$ cat src/lobm_pkg.sv
package lobm_pkg;

  localparam int unsigned PRICE_W = 20;
  localparam int unsigned QTY_W   = 16;
  localparam int unsigned TIME_W  = 32;
  localparam int unsigned ID_W    = 16;
  localparam int unsigned NRES_W  = 6;
  localparam logic [NRES_W-1:0] MAX_RESULTS = NRES_W'(32);

  typedef enum logic [1:0] {
    ACT_LIMIT  = 2'd0,
    ACT_MARKET = 2'd1,
    ACT_MATCH  = 2'd2,
    ACT_CANCEL = 2'd3
  } action_e;

  typedef enum logic [2:0] {
    K_RESTED    = 3'd0,
    K_FILL      = 3'd1,
    K_EXPIRED   = 3'd2,
    K_CROSS     = 3'd3,
    K_CANCELLED = 3'd4,
    K_NOT_FOUND = 3'd5,
    K_FULL      = 3'd6
  } kind_e;

  localparam logic SIDE_BUY  = 1'b0;
  localparam logic SIDE_SELL = 1'b1;

  typedef struct packed {
    logic [PRICE_W-1:0] price;
    logic [QTY_W-1:0]   qty;
    logic [TIME_W-1:0]  stamp;
    logic [ID_W-1:0]    ident;
  } entry_t;

  typedef struct packed {
    kind_e              kind;
    logic [ID_W-1:0]    taker;
    logic [ID_W-1:0]    maker;
    logic               cside;
    logic [QTY_W-1:0]   tqty;
    logic [PRICE_W-1:0] tprice;
    logic [QTY_W-1:0]   left;
  } result_t;

  // candidate beats current best: price first, then earlier timestamp
  function automatic logic better(logic high_wins, entry_t c, entry_t b);
    logic r;
    if (c.price != b.price) begin
      r = high_wins ? (c.price > b.price) : (c.price < b.price);
    end else begin
      r = c.stamp < b.stamp;
    end
    return r;
  endfunction

endpackage

$ cat src/lobm_ram.sv
module lobm_ram
  import lobm_pkg::*;
#(
  parameter int unsigned DEPTH = 16,
  parameter int unsigned AW    = 4
) (
  input  logic          clk_i,
  input  logic          we_i,
  input  logic [AW-1:0] waddr_i,
  input  entry_t        wdata_i,
  input  logic          re_i,
  input  logic [AW-1:0] raddr_i,
  output entry_t        rdata_o
);

  entry_t mem_q [DEPTH];
  entry_t rdata_q;

  always_ff @(posedge clk_i) begin
    if (we_i) begin
      mem_q[waddr_i] <= wdata_i;
    end
    if (re_i) begin
      rdata_q <= mem_q[raddr_i];
    end
  end

  assign rdata_o = rdata_q;

endmodule

$ cat src/limit_order_book_matcher.sv
// limit order book with price-time priority. each side (bids, asks) is one
// synchronous ram of SIDE_DEPTH entries, kept packed in insertion order with
// an entry count; no clearing pass is needed after reset. a request is
// transferred when start is high and busy is low. results appear one per
// cycle at most on the result ports, each for exactly one cycle with valid_o
// high; the receiver cannot stall them, so sample every valid_o cycle.
// last_o marks the final result of a request (a zero-quantity market order or
// a match with nothing to cross gives no result at all).
// timing: a limit order is answered from the idle state and the next request can follow
// at once. every other request walks the side rams one entry per cycle through
// the single read port: a best-entry scan reads every entry of a side, removing
// entry k reads the entries above it and shifts them down one by one. a market
// fill goes through a check state, one scan, a fill state and a shift; a cross
// trade goes through two scans, the check, second-scan, trade and two removal
// states and up to two shifts; a cancel goes through up to two scans, two check
// states and one shift.
module limit_order_book_matcher
  import lobm_pkg::*;
#(
  parameter int unsigned SIDE_DEPTH = 16
) (
  input  logic               clk_i,
  input  logic               rst_ni,
  input  logic               start,
  output logic               busy,
  input  logic [1:0]         action_i,
  input  logic               side_i,
  input  logic [PRICE_W-1:0] price_i,
  input  logic [QTY_W-1:0]   quantity_i,
  input  logic [TIME_W-1:0]  arrival_time_i,
  input  logic [ID_W-1:0]    cancel_id_i,
  output logic               valid_o,
  output logic [2:0]         kind_o,
  output logic [ID_W-1:0]    taker_id_o,
  output logic [ID_W-1:0]    maker_id_o,
  output logic               cancel_side_o,
  output logic [QTY_W-1:0]   trade_qty_o,
  output logic [PRICE_W-1:0] trade_price_o,
  output logic [QTY_W-1:0]   left_qty_o,
  output logic               last_o
);

  localparam int unsigned AW = (SIDE_DEPTH > 1) ? $clog2(SIDE_DEPTH) : 1;
  localparam int unsigned CW = $clog2(SIDE_DEPTH + 1);

  typedef enum logic [3:0] {
    ST_IDLE, ST_SWEEP, ST_M_CHECK, ST_M_FILL, ST_X_CHECK, ST_X_SCANA,
    ST_X_TRADE, ST_X_RMB, ST_X_RMA, ST_C_CHK0, ST_C_CHK1
  } state_e;

  // what the sweep engine does while it walks a side
  typedef enum logic [1:0] {
    SW_BEST, SW_FIND, SW_SHIFT
  } sw_mode_e;

  state_e            state_q, ret_q;
  sw_mode_e          sw_mode_q;
  logic              sw_side_q;
  logic [CW-1:0]     sw_ptr_q;
  logic              pv_q;
  logic [AW-1:0]     pidx_q;
  logic [CW-1:0]     cnt_q [2];
  logic [ID_W-1:0]   next_id_q;
  entry_t            best_q [2];
  logic [AW-1:0]     bidx_q [2];
  logic              found_q;
  logic [AW-1:0]     fidx_q;
  logic              side_q;
  logic [QTY_W-1:0]  rem_q;
  logic [ID_W-1:0]   id_q;
  logic [ID_W-1:0]   cid_q;
  logic [NRES_W-1:0] n_q;
  logic              rmb_q, rma_q;
  result_t           hold_q;
  logic              hold_v_q;
  result_t           out_q;
  logic              out_v_q, out_last_q;

  logic              re [2];
  logic [AW-1:0]     raddr [2];
  logic              we [2];
  logic [AW-1:0]     waddr [2];
  entry_t            wdata [2];
  entry_t            rdata [2];

  logic              accept, rd_go, opp;
  entry_t            cand, fb, xb, xa, wb;
  logic [QTY_W-1:0]  ftq, fnq, xtq, xnb, xna;
  logic [PRICE_W:0]  xsum;
  logic              cross_ok;

  assign accept = start && !busy;
  assign busy   = (state_q != ST_IDLE);
  assign opp    = ~side_q;
  assign rd_go  = (state_q == ST_SWEEP) && (sw_ptr_q < cnt_q[sw_side_q]);
  assign cand   = rdata[sw_side_q];

  // market fill arithmetic
  assign fb  = best_q[opp];
  assign ftq = (rem_q < fb.qty) ? rem_q : fb.qty;
  assign fnq = fb.qty - ftq;

  // cross arithmetic, floored midpoint
  assign xb       = best_q[0];
  assign xa       = best_q[1];
  assign cross_ok = xb.price >= xa.price;
  assign xtq      = (xb.qty < xa.qty) ? xb.qty : xa.qty;
  assign xnb      = xb.qty - xtq;
  assign xna      = xa.qty - xtq;
  assign xsum     = {1'b0, xb.price} + {1'b0, xa.price};

  always_comb begin
    wb       = '0;
    wb.price = price_i;
    wb.qty   = quantity_i;
    wb.stamp = arrival_time_i;
    wb.ident = next_id_q;
    for (int s = 0; s < 2; s++) begin
      re[s]    = 1'b0;
      raddr[s] = sw_ptr_q[AW-1:0];
      we[s]    = 1'b0;
      waddr[s] = '0;
      wdata[s] = wb;
    end
    unique case (state_q)
      ST_IDLE: begin
        if (accept && action_e'(action_i) == ACT_LIMIT &&
            cnt_q[side_i] != CW'(SIDE_DEPTH)) begin
          we[side_i]    = 1'b1;
          waddr[side_i] = cnt_q[side_i][AW-1:0];
        end
      end
      ST_SWEEP: begin
        re[sw_side_q] = rd_go;
        // shift down: entry read last cycle lands one place lower
        if (sw_mode_q == SW_SHIFT && pv_q) begin
          we[sw_side_q]    = 1'b1;
          waddr[sw_side_q] = pidx_q - 1'b1;
          wdata[sw_side_q] = cand;
        end
      end
      ST_M_FILL: begin
        if (fnq != '0) begin
          we[opp]        = 1'b1;
          waddr[opp]     = bidx_q[opp];
          wdata[opp]     = fb;
          wdata[opp].qty = fnq;
        end
      end
      ST_X_TRADE: begin
        if (cross_ok) begin
          we[0]        = (xnb != '0);
          waddr[0]     = bidx_q[0];
          wdata[0]     = xb;
          wdata[0].qty = xnb;
          we[1]        = (xna != '0);
          waddr[1]     = bidx_q[1];
          wdata[1]     = xa;
          wdata[1].qty = xna;
        end
      end
      default: ;
    endcase
  end

  for (genvar s = 0; s < 2; s++) begin : g_side
    lobm_ram #(.DEPTH(SIDE_DEPTH), .AW(AW)) u_ram (
      .clk_i   (clk_i),
      .we_i    (we[s]),
      .waddr_i (waddr[s]),
      .wdata_i (wdata[s]),
      .re_i    (re[s]),
      .raddr_i (raddr[s]),
      .rdata_o (rdata[s])
    );
  end

  always_ff @(posedge clk_i or negedge rst_ni) begin
    if (!rst_ni) begin
      state_q   <= ST_IDLE;
      ret_q     <= ST_IDLE;
      sw_mode_q <= SW_BEST;
      sw_side_q <= 1'b0;
      sw_ptr_q  <= '0;
      pv_q      <= 1'b0;
      cnt_q[0]  <= '0;
      cnt_q[1]  <= '0;
      next_id_q <= ID_W'(1);
      found_q   <= 1'b0;
      hold_v_q  <= 1'b0;
      out_v_q   <= 1'b0;
      n_q       <= '0;
    end else begin
      out_v_q <= 1'b0;
      unique case (state_q)
        ST_IDLE: begin
          if (accept) begin
            unique case (action_e'(action_i))
              ACT_LIMIT: begin
                out_v_q    <= 1'b1;
                out_last_q <= 1'b1;
                out_q      <= '0;
                if (cnt_q[side_i] == CW'(SIDE_DEPTH)) begin
                  out_q.kind <= K_FULL;
                end else begin
                  out_q.kind     <= K_RESTED;
                  out_q.taker    <= next_id_q;
                  cnt_q[side_i]  <= cnt_q[side_i] + 1'b1;
                  next_id_q      <= next_id_q + 1'b1;
                end
              end
              ACT_MARKET: begin
                id_q      <= next_id_q;
                next_id_q <= next_id_q + 1'b1;
                rem_q     <= quantity_i;
                side_q    <= side_i;
                n_q       <= '0;
                state_q   <= ST_M_CHECK;
              end
              ACT_MATCH: begin
                n_q     <= '0;
                state_q <= ST_X_CHECK;
              end
              ACT_CANCEL: begin
                cid_q     <= cancel_id_i;
                found_q   <= 1'b0;
                sw_mode_q <= SW_FIND;
                sw_side_q <= SIDE_BUY;
                sw_ptr_q  <= '0;
                pv_q      <= 1'b0;
                ret_q     <= ST_C_CHK0;
                state_q   <= ST_SWEEP;
              end
              default: ;
            endcase
          end
        end

        ST_SWEEP: begin
          if (rd_go) begin
            sw_ptr_q <= sw_ptr_q + 1'b1;
            pidx_q   <= sw_ptr_q[AW-1:0];
          end
          pv_q <= rd_go;
          if (pv_q) begin
            unique case (sw_mode_q)
              SW_BEST: begin
                if (pidx_q == '0 || better(sw_side_q == SIDE_BUY, cand,
                                           best_q[sw_side_q])) begin
                  best_q[sw_side_q] <= cand;
                  bidx_q[sw_side_q] <= pidx_q;
                end
              end
              SW_FIND: begin
                if (!found_q && cand.ident == cid_q) begin
                  found_q <= 1'b1;
                  fidx_q  <= pidx_q;
                end
              end
              default: ;
            endcase
          end
          if (!rd_go && !pv_q) begin
            if (sw_mode_q == SW_SHIFT) begin
              cnt_q[sw_side_q] <= cnt_q[sw_side_q] - 1'b1;
            end
            state_q <= ret_q;
          end
        end

        ST_M_CHECK: begin
          if (rem_q != '0 && cnt_q[opp] != '0 && n_q < MAX_RESULTS - 1'b1) begin
            sw_mode_q <= SW_BEST;
            sw_side_q <= opp;
            sw_ptr_q  <= '0;
            pv_q      <= 1'b0;
            ret_q     <= ST_M_FILL;
            state_q   <= ST_SWEEP;
          end else begin
            if (rem_q != '0) begin
              out_v_q     <= 1'b1;
              out_last_q  <= 1'b1;
              out_q       <= '0;
              out_q.kind  <= K_EXPIRED;
              out_q.taker <= id_q;
              out_q.left  <= rem_q;
            end
            state_q <= ST_IDLE;
          end
        end

        ST_M_FILL: begin
          out_v_q      <= 1'b1;
          out_last_q   <= (rem_q == ftq);
          out_q        <= '0;
          out_q.kind   <= K_FILL;
          out_q.taker  <= id_q;
          out_q.maker  <= fb.ident;
          out_q.tqty   <= ftq;
          out_q.tprice <= fb.price;
          rem_q        <= rem_q - ftq;
          n_q          <= n_q + 1'b1;
          if (fnq == '0) begin
            sw_mode_q <= SW_SHIFT;
            sw_side_q <= opp;
            sw_ptr_q  <= CW'(bidx_q[opp]) + 1'b1;
            pv_q      <= 1'b0;
            ret_q     <= ST_M_CHECK;
            state_q   <= ST_SWEEP;
          end else begin
            state_q <= ST_M_CHECK;
          end
        end

        ST_X_CHECK: begin
          if (cnt_q[0] != '0 && cnt_q[1] != '0 && n_q < MAX_RESULTS) begin
            sw_mode_q <= SW_BEST;
            sw_side_q <= SIDE_BUY;
            sw_ptr_q  <= '0;
            pv_q      <= 1'b0;
            ret_q     <= ST_X_SCANA;
            state_q   <= ST_SWEEP;
          end else begin
            // flush the held trade as the final one
            if (hold_v_q) begin
              out_v_q    <= 1'b1;
              out_last_q <= 1'b1;
              out_q      <= hold_q;
            end
            hold_v_q <= 1'b0;
            state_q  <= ST_IDLE;
          end
        end

        ST_X_SCANA: begin
          sw_mode_q <= SW_BEST;
          sw_side_q <= SIDE_SELL;
          sw_ptr_q  <= '0;
          pv_q      <= 1'b0;
          ret_q     <= ST_X_TRADE;
          state_q   <= ST_SWEEP;
        end

        ST_X_TRADE: begin
          if (!cross_ok) begin
            if (hold_v_q) begin
              out_v_q    <= 1'b1;
              out_last_q <= 1'b1;
              out_q      <= hold_q;
            end
            hold_v_q <= 1'b0;
            state_q  <= ST_IDLE;
          end else begin
            // trades are held one step back so the last one can be flagged
            if (hold_v_q) begin
              out_v_q    <= 1'b1;
              out_last_q <= 1'b0;
              out_q      <= hold_q;
            end
            hold_v_q      <= 1'b1;
            hold_q        <= '0;
            hold_q.kind   <= K_CROSS;
            hold_q.taker  <= xb.ident;
            hold_q.maker  <= xa.ident;
            hold_q.tqty   <= xtq;
            hold_q.tprice <= xsum[PRICE_W:1];
            rmb_q         <= (xnb == '0);
            rma_q         <= (xna == '0);
            n_q           <= n_q + 1'b1;
            state_q       <= ST_X_RMB;
          end
        end

        ST_X_RMB: begin
          if (rmb_q) begin
            sw_mode_q <= SW_SHIFT;
            sw_side_q <= SIDE_BUY;
            sw_ptr_q  <= CW'(bidx_q[0]) + 1'b1;
            pv_q      <= 1'b0;
            ret_q     <= ST_X_RMA;
            state_q   <= ST_SWEEP;
          end else begin
            state_q <= ST_X_RMA;
          end
        end

        ST_X_RMA: begin
          if (rma_q) begin
            sw_mode_q <= SW_SHIFT;
            sw_side_q <= SIDE_SELL;
            sw_ptr_q  <= CW'(bidx_q[1]) + 1'b1;
            pv_q      <= 1'b0;
            ret_q     <= ST_X_CHECK;
            state_q   <= ST_SWEEP;
          end else begin
            state_q <= ST_X_CHECK;
          end
        end

        ST_C_CHK0, ST_C_CHK1: begin
          if (found_q) begin
            out_v_q     <= 1'b1;
            out_last_q  <= 1'b1;
            out_q       <= '0;
            out_q.kind  <= K_CANCELLED;
            out_q.taker <= cid_q;
            out_q.cside <= sw_side_q;
            sw_mode_q   <= SW_SHIFT;
            sw_ptr_q    <= CW'(fidx_q) + 1'b1;
            pv_q        <= 1'b0;
            ret_q       <= ST_IDLE;
            state_q     <= ST_SWEEP;
          end else if (state_q == ST_C_CHK0) begin
            sw_mode_q <= SW_FIND;
            sw_side_q <= SIDE_SELL;
            sw_ptr_q  <= '0;
            pv_q      <= 1'b0;
            ret_q     <= ST_C_CHK1;
            state_q   <= ST_SWEEP;
          end else begin
            out_v_q     <= 1'b1;
            out_last_q  <= 1'b1;
            out_q       <= '0;
            out_q.kind  <= K_NOT_FOUND;
            out_q.taker <= cid_q;
            state_q     <= ST_IDLE;
          end
        end

        default: state_q <= ST_IDLE;
      endcase
    end
  end

  assign valid_o       = out_v_q;
  assign last_o        = out_last_q;
  assign kind_o        = out_q.kind;
  assign taker_id_o    = out_q.taker;
  assign maker_id_o    = out_q.maker;
  assign cancel_side_o = out_q.cside;
  assign trade_qty_o   = out_q.tqty;
  assign trade_price_o = out_q.tprice;
  assign left_qty_o    = out_q.left;

endmodule

$ cat config.mk
export PLATFORM = sky130hd
export DESIGN_NAME = limit_order_book_matcher
export DESIGN_NICKNAME = d
export VERILOG_FILES = /design/src/lobm_pkg.sv /design/src/lobm_ram.sv /design/src/limit_order_book_matcher.sv
export SDC_FILE = /design/constraint.sdc
export NUM_CORES = 2
export LEC_CHECK = 0
export ABC_CLOCK_PERIOD_IN_PS = 26000
export BUFFER_PORTS_ARGS = -buffer_cell sky130_fd_sc_hd__buf_2
export CORE_ASPECT_RATIO = 0.9
export CORE_UTILIZATION = 60
export CTS_BUF_LIST = sky130_fd_sc_hd__clkbuf_4
export DETAILED_ROUTE_END_ITERATION = 6
export MAX_ROUTING_LAYER = met4
export PLACE_DENSITY = 0.76
export SETUP_SLACK_MARGIN = 0.3
export SYNTH_ARGS = -nofsm -noshare
export SYNTH_HDL_FRONTEND = slang
export SYNTH_SLANG_ARGS = --single-unit
$ cat constraint.sdc
create_clock -name clk_i -period 26 [get_ports clk_i]
set_clock_uncertainty 0.05 [all_clocks]
set_input_delay 3.9 -clock clk_i [delete_from_list [all_inputs] [get_ports clk_i]]
set_output_delay 3.9 -clock clk_i [all_outputs]
set_load 0.03 [all_outputs]
==> results.toml <==
[floorplanning]
initial_utilization_pct = 60.6
pin_count = 181
row_count = 164
chipWidth_um = 502
die-area_sq_um = 227000
die_h_um = 452
fp.coreArea_sq_um = 223000

[worst_setup_path]
worstReg2RegStart = "side_q"
cp_num_buf_inv = 7
cpMostUsedCell = "sky130_fd_sc_hd__buf_4"
crit_path_max_fanout = 47
critical_path.top_delay_family = "compound AO/OA/AOI/OAI gates"
cpMaxStageDelayCell = "sky130_fd_sc_hd__mux2i_2"
critical_path.startpoint_type = "flip-flop"
required_ps = 26970
setup.worst_path.class = "flip-flop to flip-flop"
cp-end-kind = "flip-flop"
cp_slowest_stage_delay_ps = 860
worst_ep_arrival_time_ps = 11140
worst_r2r_endpoint = "g_side[1].u_ram.mem_q[4][8]"
timing.reg2reg.setup_slack_ps = 15830
worst-r2r-cell-count = 28

[layout]
fin_cells = 11100
mostFrequentLayoutCell = "sky130_fd_sc_hd__edfxtp_1"
utilization_pct = 67.2
mostFrequentLayoutCells = "sky130_fd_sc_hd__edfxtp_1 (3248), sky130_fd_sc_hd__clkbuf_4 (1127), sky130_fd_sc_hd__mux4_2 (840)"
layout-area-overhead-vs-synth_pct = 10.8
final_net_count = 7815
drive_above_1_share_pct = 31.9
fillCellCount = 14500

[power_and_ir_drop]
power.share.switching_pct = 30.1
pwr-share-seq_pct = 48.7
worst_ir_drop_vdd_uv = 77.8
p_comb_share_pct = 22.5
power.leakage_nw = 49.4
power.density_cell_area_nw_per_um2 = 94.1
clock_power_share_pct = 28.8
total_switching_power_mw = 4.25
p_int_mw = 9.84

[grt]
overflow = 0
grt_antenna_before_repair = 14
grt_first_pass_wirelength_um = 528000
grt_use_total_pct = 34.1
grt_start_max_net_pins = 144
grt_pass1_vias = 75200

[timing]
worstMarginPinSlew_ps = 1290
period_share_pct = 39.1
max_slew_violation_count = 0
rsz0062_at_grt = "false"
setup_tns_ps = 0
final_period_minus_worst_setup_slack_ps = 10170
setup-violations-final = 0
hold_violations = 0
max_clock_freq_mhz = 98.3
slew_headroom_pct = 13.9

[synth]
syn-num-nets = 7018
syn_avg_cell_area_sq_um = 20.0
synth.yosys.warnings = 0
syn-instance-count = 6746
postSynth.asyncResetShare_pct = 1.58
synth.cell_area_sq_um = 135000
ys.flop_type = "sky130_fd_sc_hd__edfxtp_1"
synth-edff-count = 3248
synth.distinct_cells = 101
synth_seq_area_share_pct = 73.1
ys_ff_latch = 3300

[clocking]
post_cts_hold_buffer_count = 0
clk_latency_ps = 1470
cts.repair_timing.setup_buffer_count = 0
htree_levels = 6
clock_tree.buffer_depth = 4
tritoncts.num_buffers = 784
clockRootBuffer = "sky130_fd_sc_hd__clkbuf_4"
clock_sinks = 3300
clkTransAtPathRegs_ps = 70
cts_tree = "yes"
ctsResizeCount = 0

[placement]
count_of_buffers_inserted_at_the_top_level_ports = 180
place_hpwl_um = 227000
placedCellCount = 9744
globalplace.congestion = 0.959

[drt]
drt-wirelength-per-cell_um = 33.4
drtAntennaViolNets = 0
initialDrtViolationCount = 10900
remaining_routing_drc_violations = 5
routed_via_density = 6.72
via_count = 74600
totalWireLength_um = 371000
detail_route.first_pass.iterations = 7

[worst_hold_path]
min_delay_path_class = "flip-flop to flip-flop"
holdCritStartpoint = "hold_q[39]"
holdPathStages = 2
min_to = "trade_qty_o[3]"

[run_status]
status = "finished with violations"
failed_checks = "design-rule violations"

[flow_run]
max-cap-violations = 0
==> stage by stage <==
step	power [mW]	instance area [sq um]	setup slack [ps]	hold slack, ps
6_report	14.1	150000	15830	444
5_1_grt	14.6	150000	15460	471
4_1_cts	14.1	150000	15970	427
3_5_place_dp	10.1	140000	15960	439
3_3_place_gp	10.0	140000	15860	437
2_1_floorplan	8.97	135000	14340	373
==> flip-flops by register name, indices dropped and copies added (netlist names), 2 cells and up <==
| signal | count |
|---|---|
| best_q | 168 |
| id_q | 16 |
| hold_q | 68 |
| trade_price_o | 20 |
| kind_o | 3 |
| cid_q | 16 |
| taker_id_o | 16 |
| maker_id_o | 16 |
| g_side.u_ram.rdata_o | 168 |
| ret_q | 4 |
| state_q | 4 |
| cnt_q | 10 |
| g_side.u_ram.mem_q | 2688 |
| sw_mode_q | 2 |
| left_qty_o | 16 |
| fidx_q | 4 |
| bidx_q | 8 |
| sw_ptr_q | 5 |
| next_id_q | 16 |
| trade_qty_o | 16 |
| n_q | 6 |
| pidx_q | 4 |
| rem_q | 16 |
==> synthesized netlist by cell type, types with 9 or more instances <==
| cell | instances | area, sq um |
|---|---|---|
| sky130_fd_sc_hd__nand4_1 | 23 | 144 |
| sky130_fd_sc_hd__o211ai_1 | 18 | 135 |
| sky130_fd_sc_hd__nand2_1 | 241 | 905 |
| sky130_fd_sc_hd__o21bai_1 | 12 | 90.1 |
| sky130_fd_sc_hd__clkbuf_1 | 242 | 908 |
| sky130_fd_sc_hd__o21a_1 | 17 | 128 |
| sky130_fd_sc_hd__mux2_2 | 109 | 1230 |
| sky130_fd_sc_hd__o21ai_0 | 154 | 771 |
| sky130_fd_sc_hd__xor2_1 | 50 | 438 |
| sky130_fd_sc_hd__o31ai_1 | 14 | 105 |
| sky130_fd_sc_hd__buf_2 | 20 | 100 |
| sky130_fd_sc_hd__a21o_1 | 50 | 375 |
| sky130_fd_sc_hd__nor2b_1 | 16 | 100 |
| sky130_fd_sc_hd__edfxtp_1 | 3248 | 97500 |
| sky130_fd_sc_hd__a211oi_1 | 12 | 90.1 |
| sky130_fd_sc_hd__a222oi_1 | 98 | 981 |
| sky130_fd_sc_hd__a31oi_1 | 19 | 119 |
| sky130_fd_sc_hd__nor4_1 | 19 | 119 |
| sky130_fd_sc_hd__o221ai_1 | 13 | 114 |
| sky130_fd_sc_hd__dfrtp_1 | 51 | 1280 |
| sky130_fd_sc_hd__nor3_1 | 44 | 220 |
| sky130_fd_sc_hd__a21oi_1 | 135 | 676 |
| sky130_fd_sc_hd__mux2i_1 | 125 | 1250 |
| sky130_fd_sc_hd__and3_1 | 28 | 175 |
| sky130_fd_sc_hd__mux4_2 | 840 | 18900 |
| sky130_fd_sc_hd__buf_1 | 76 | 285 |
| sky130_fd_sc_hd__o22ai_1 | 21 | 131 |
| sky130_fd_sc_hd__xnor2_1 | 77 | 674 |
| sky130_fd_sc_hd__nand3b_1 | 9 | 67.6 |
| sky130_fd_sc_hd__a22o_1 | 11 | 96.3 |
| sky130_fd_sc_hd__ha_1 | 179 | 2240 |
| sky130_fd_sc_hd__nor2_1 | 201 | 754 |
| sky130_fd_sc_hd__or2_2 | 11 | 68.8 |
| sky130_fd_sc_hd__a22oi_1 | 14 | 105 |
| sky130_fd_sc_hd__and2_1 | 60 | 375 |
| sky130_fd_sc_hd__nand2b_1 | 30 | 188 |
| sky130_fd_sc_hd__a221o_1 | 79 | 791 |
| sky130_fd_sc_hd__nand3_1 | 31 | 155 |
| sky130_fd_sc_hd__inv_1 | 190 | 713 |
==> worst max-delay path by stage <==
stage / start / to / slack [ps] / cells after the start
final: side_q / g_side[1].u_ram.mem_q[4][8] / 15830 / 28
after global routing: side_q / g_side[1].u_ram.mem_q[4][5] / 15460 / 28
after CTS: side_q / g_side[1].u_ram.mem_q[4][6] / 15970 / 28
after detailed placement: side_q / g_side[1].u_ram.mem_q[4][27] / 15960 / 28
after global placement: side_q / g_side[1].u_ram.mem_q[4][12] / 15860 / 28
after floorplan: sw_side_q / best_q[1][0] / 14340 / 20
==> tightest hold or removal path: stages (launching register included) <==
cell and delay (ps):
sky130_fd_sc_hd__edfxtp_1 320, sky130_fd_sc_hd__nand2_1 40, sky130_fd_sc_hd__o21ai_0 60
==> kinds of logic (layout without fill, tap and decap cells) <==
logic type | after synthesis | in the layout | share of synthesized area, %
compound gates | 760 | 760 | 4.14
xor+xnor | 127 | 127 | 0.823
fa+ha+maj | 189 | 189 | 1.75
buf+inv | 535 | 1881 | 1.53
flops | 3300 | 3300 | 73.1
mux | 1085 | 1085 | 16.0
other cells | 0 | 27 | 0
simple gates | 750 | 750 | 2.65
==> power by group through the flow <==
stage	clock network [mW]	registers, mW	logic, mW
5_1_grt	4.39	6.86	3.35
2_1_floorplan	0	6.89	2.07
4_1_cts	4.13	6.86	3.15
3_5_place_dp	0	6.97	3.14
3_3_place_gp	0	6.96	3.07
6_report	4.06	6.86	3.17
==> layer usage <==
| metal | vias to the layer above | GRT usage, % | part of all wire [%] |
|---|---|---|---|
| met2 | 5166 | 52.0 | 48 |
| met4 | 0 | 18.4 | 5.9 |
| met5 | - | - | 0 |
| met3 | 928 | 6.32 | 10 |
| li1 | 30200 | - | - |
| met1 | 38300 | 44.0 | 36 |
==> cell type report <==
cell class                      instances  area [sq um]  share of cell area (%)
Sequential cell                      3300         98900                    66.0
Timing Repair Buffer                  354          2260                    1.51
Tap cell                             2988          3740                    2.50
Antenna cell                           27          67.6                  0.0451
Multi-Input combinational cell       2911         34600                    23.1
Inverter                              192           721                   0.481
Clock buffer                         1127          8460                    5.65
Clock inverter                        208          1030                   0.688
No activity file was read; power rests on OpenSTA's default activity.
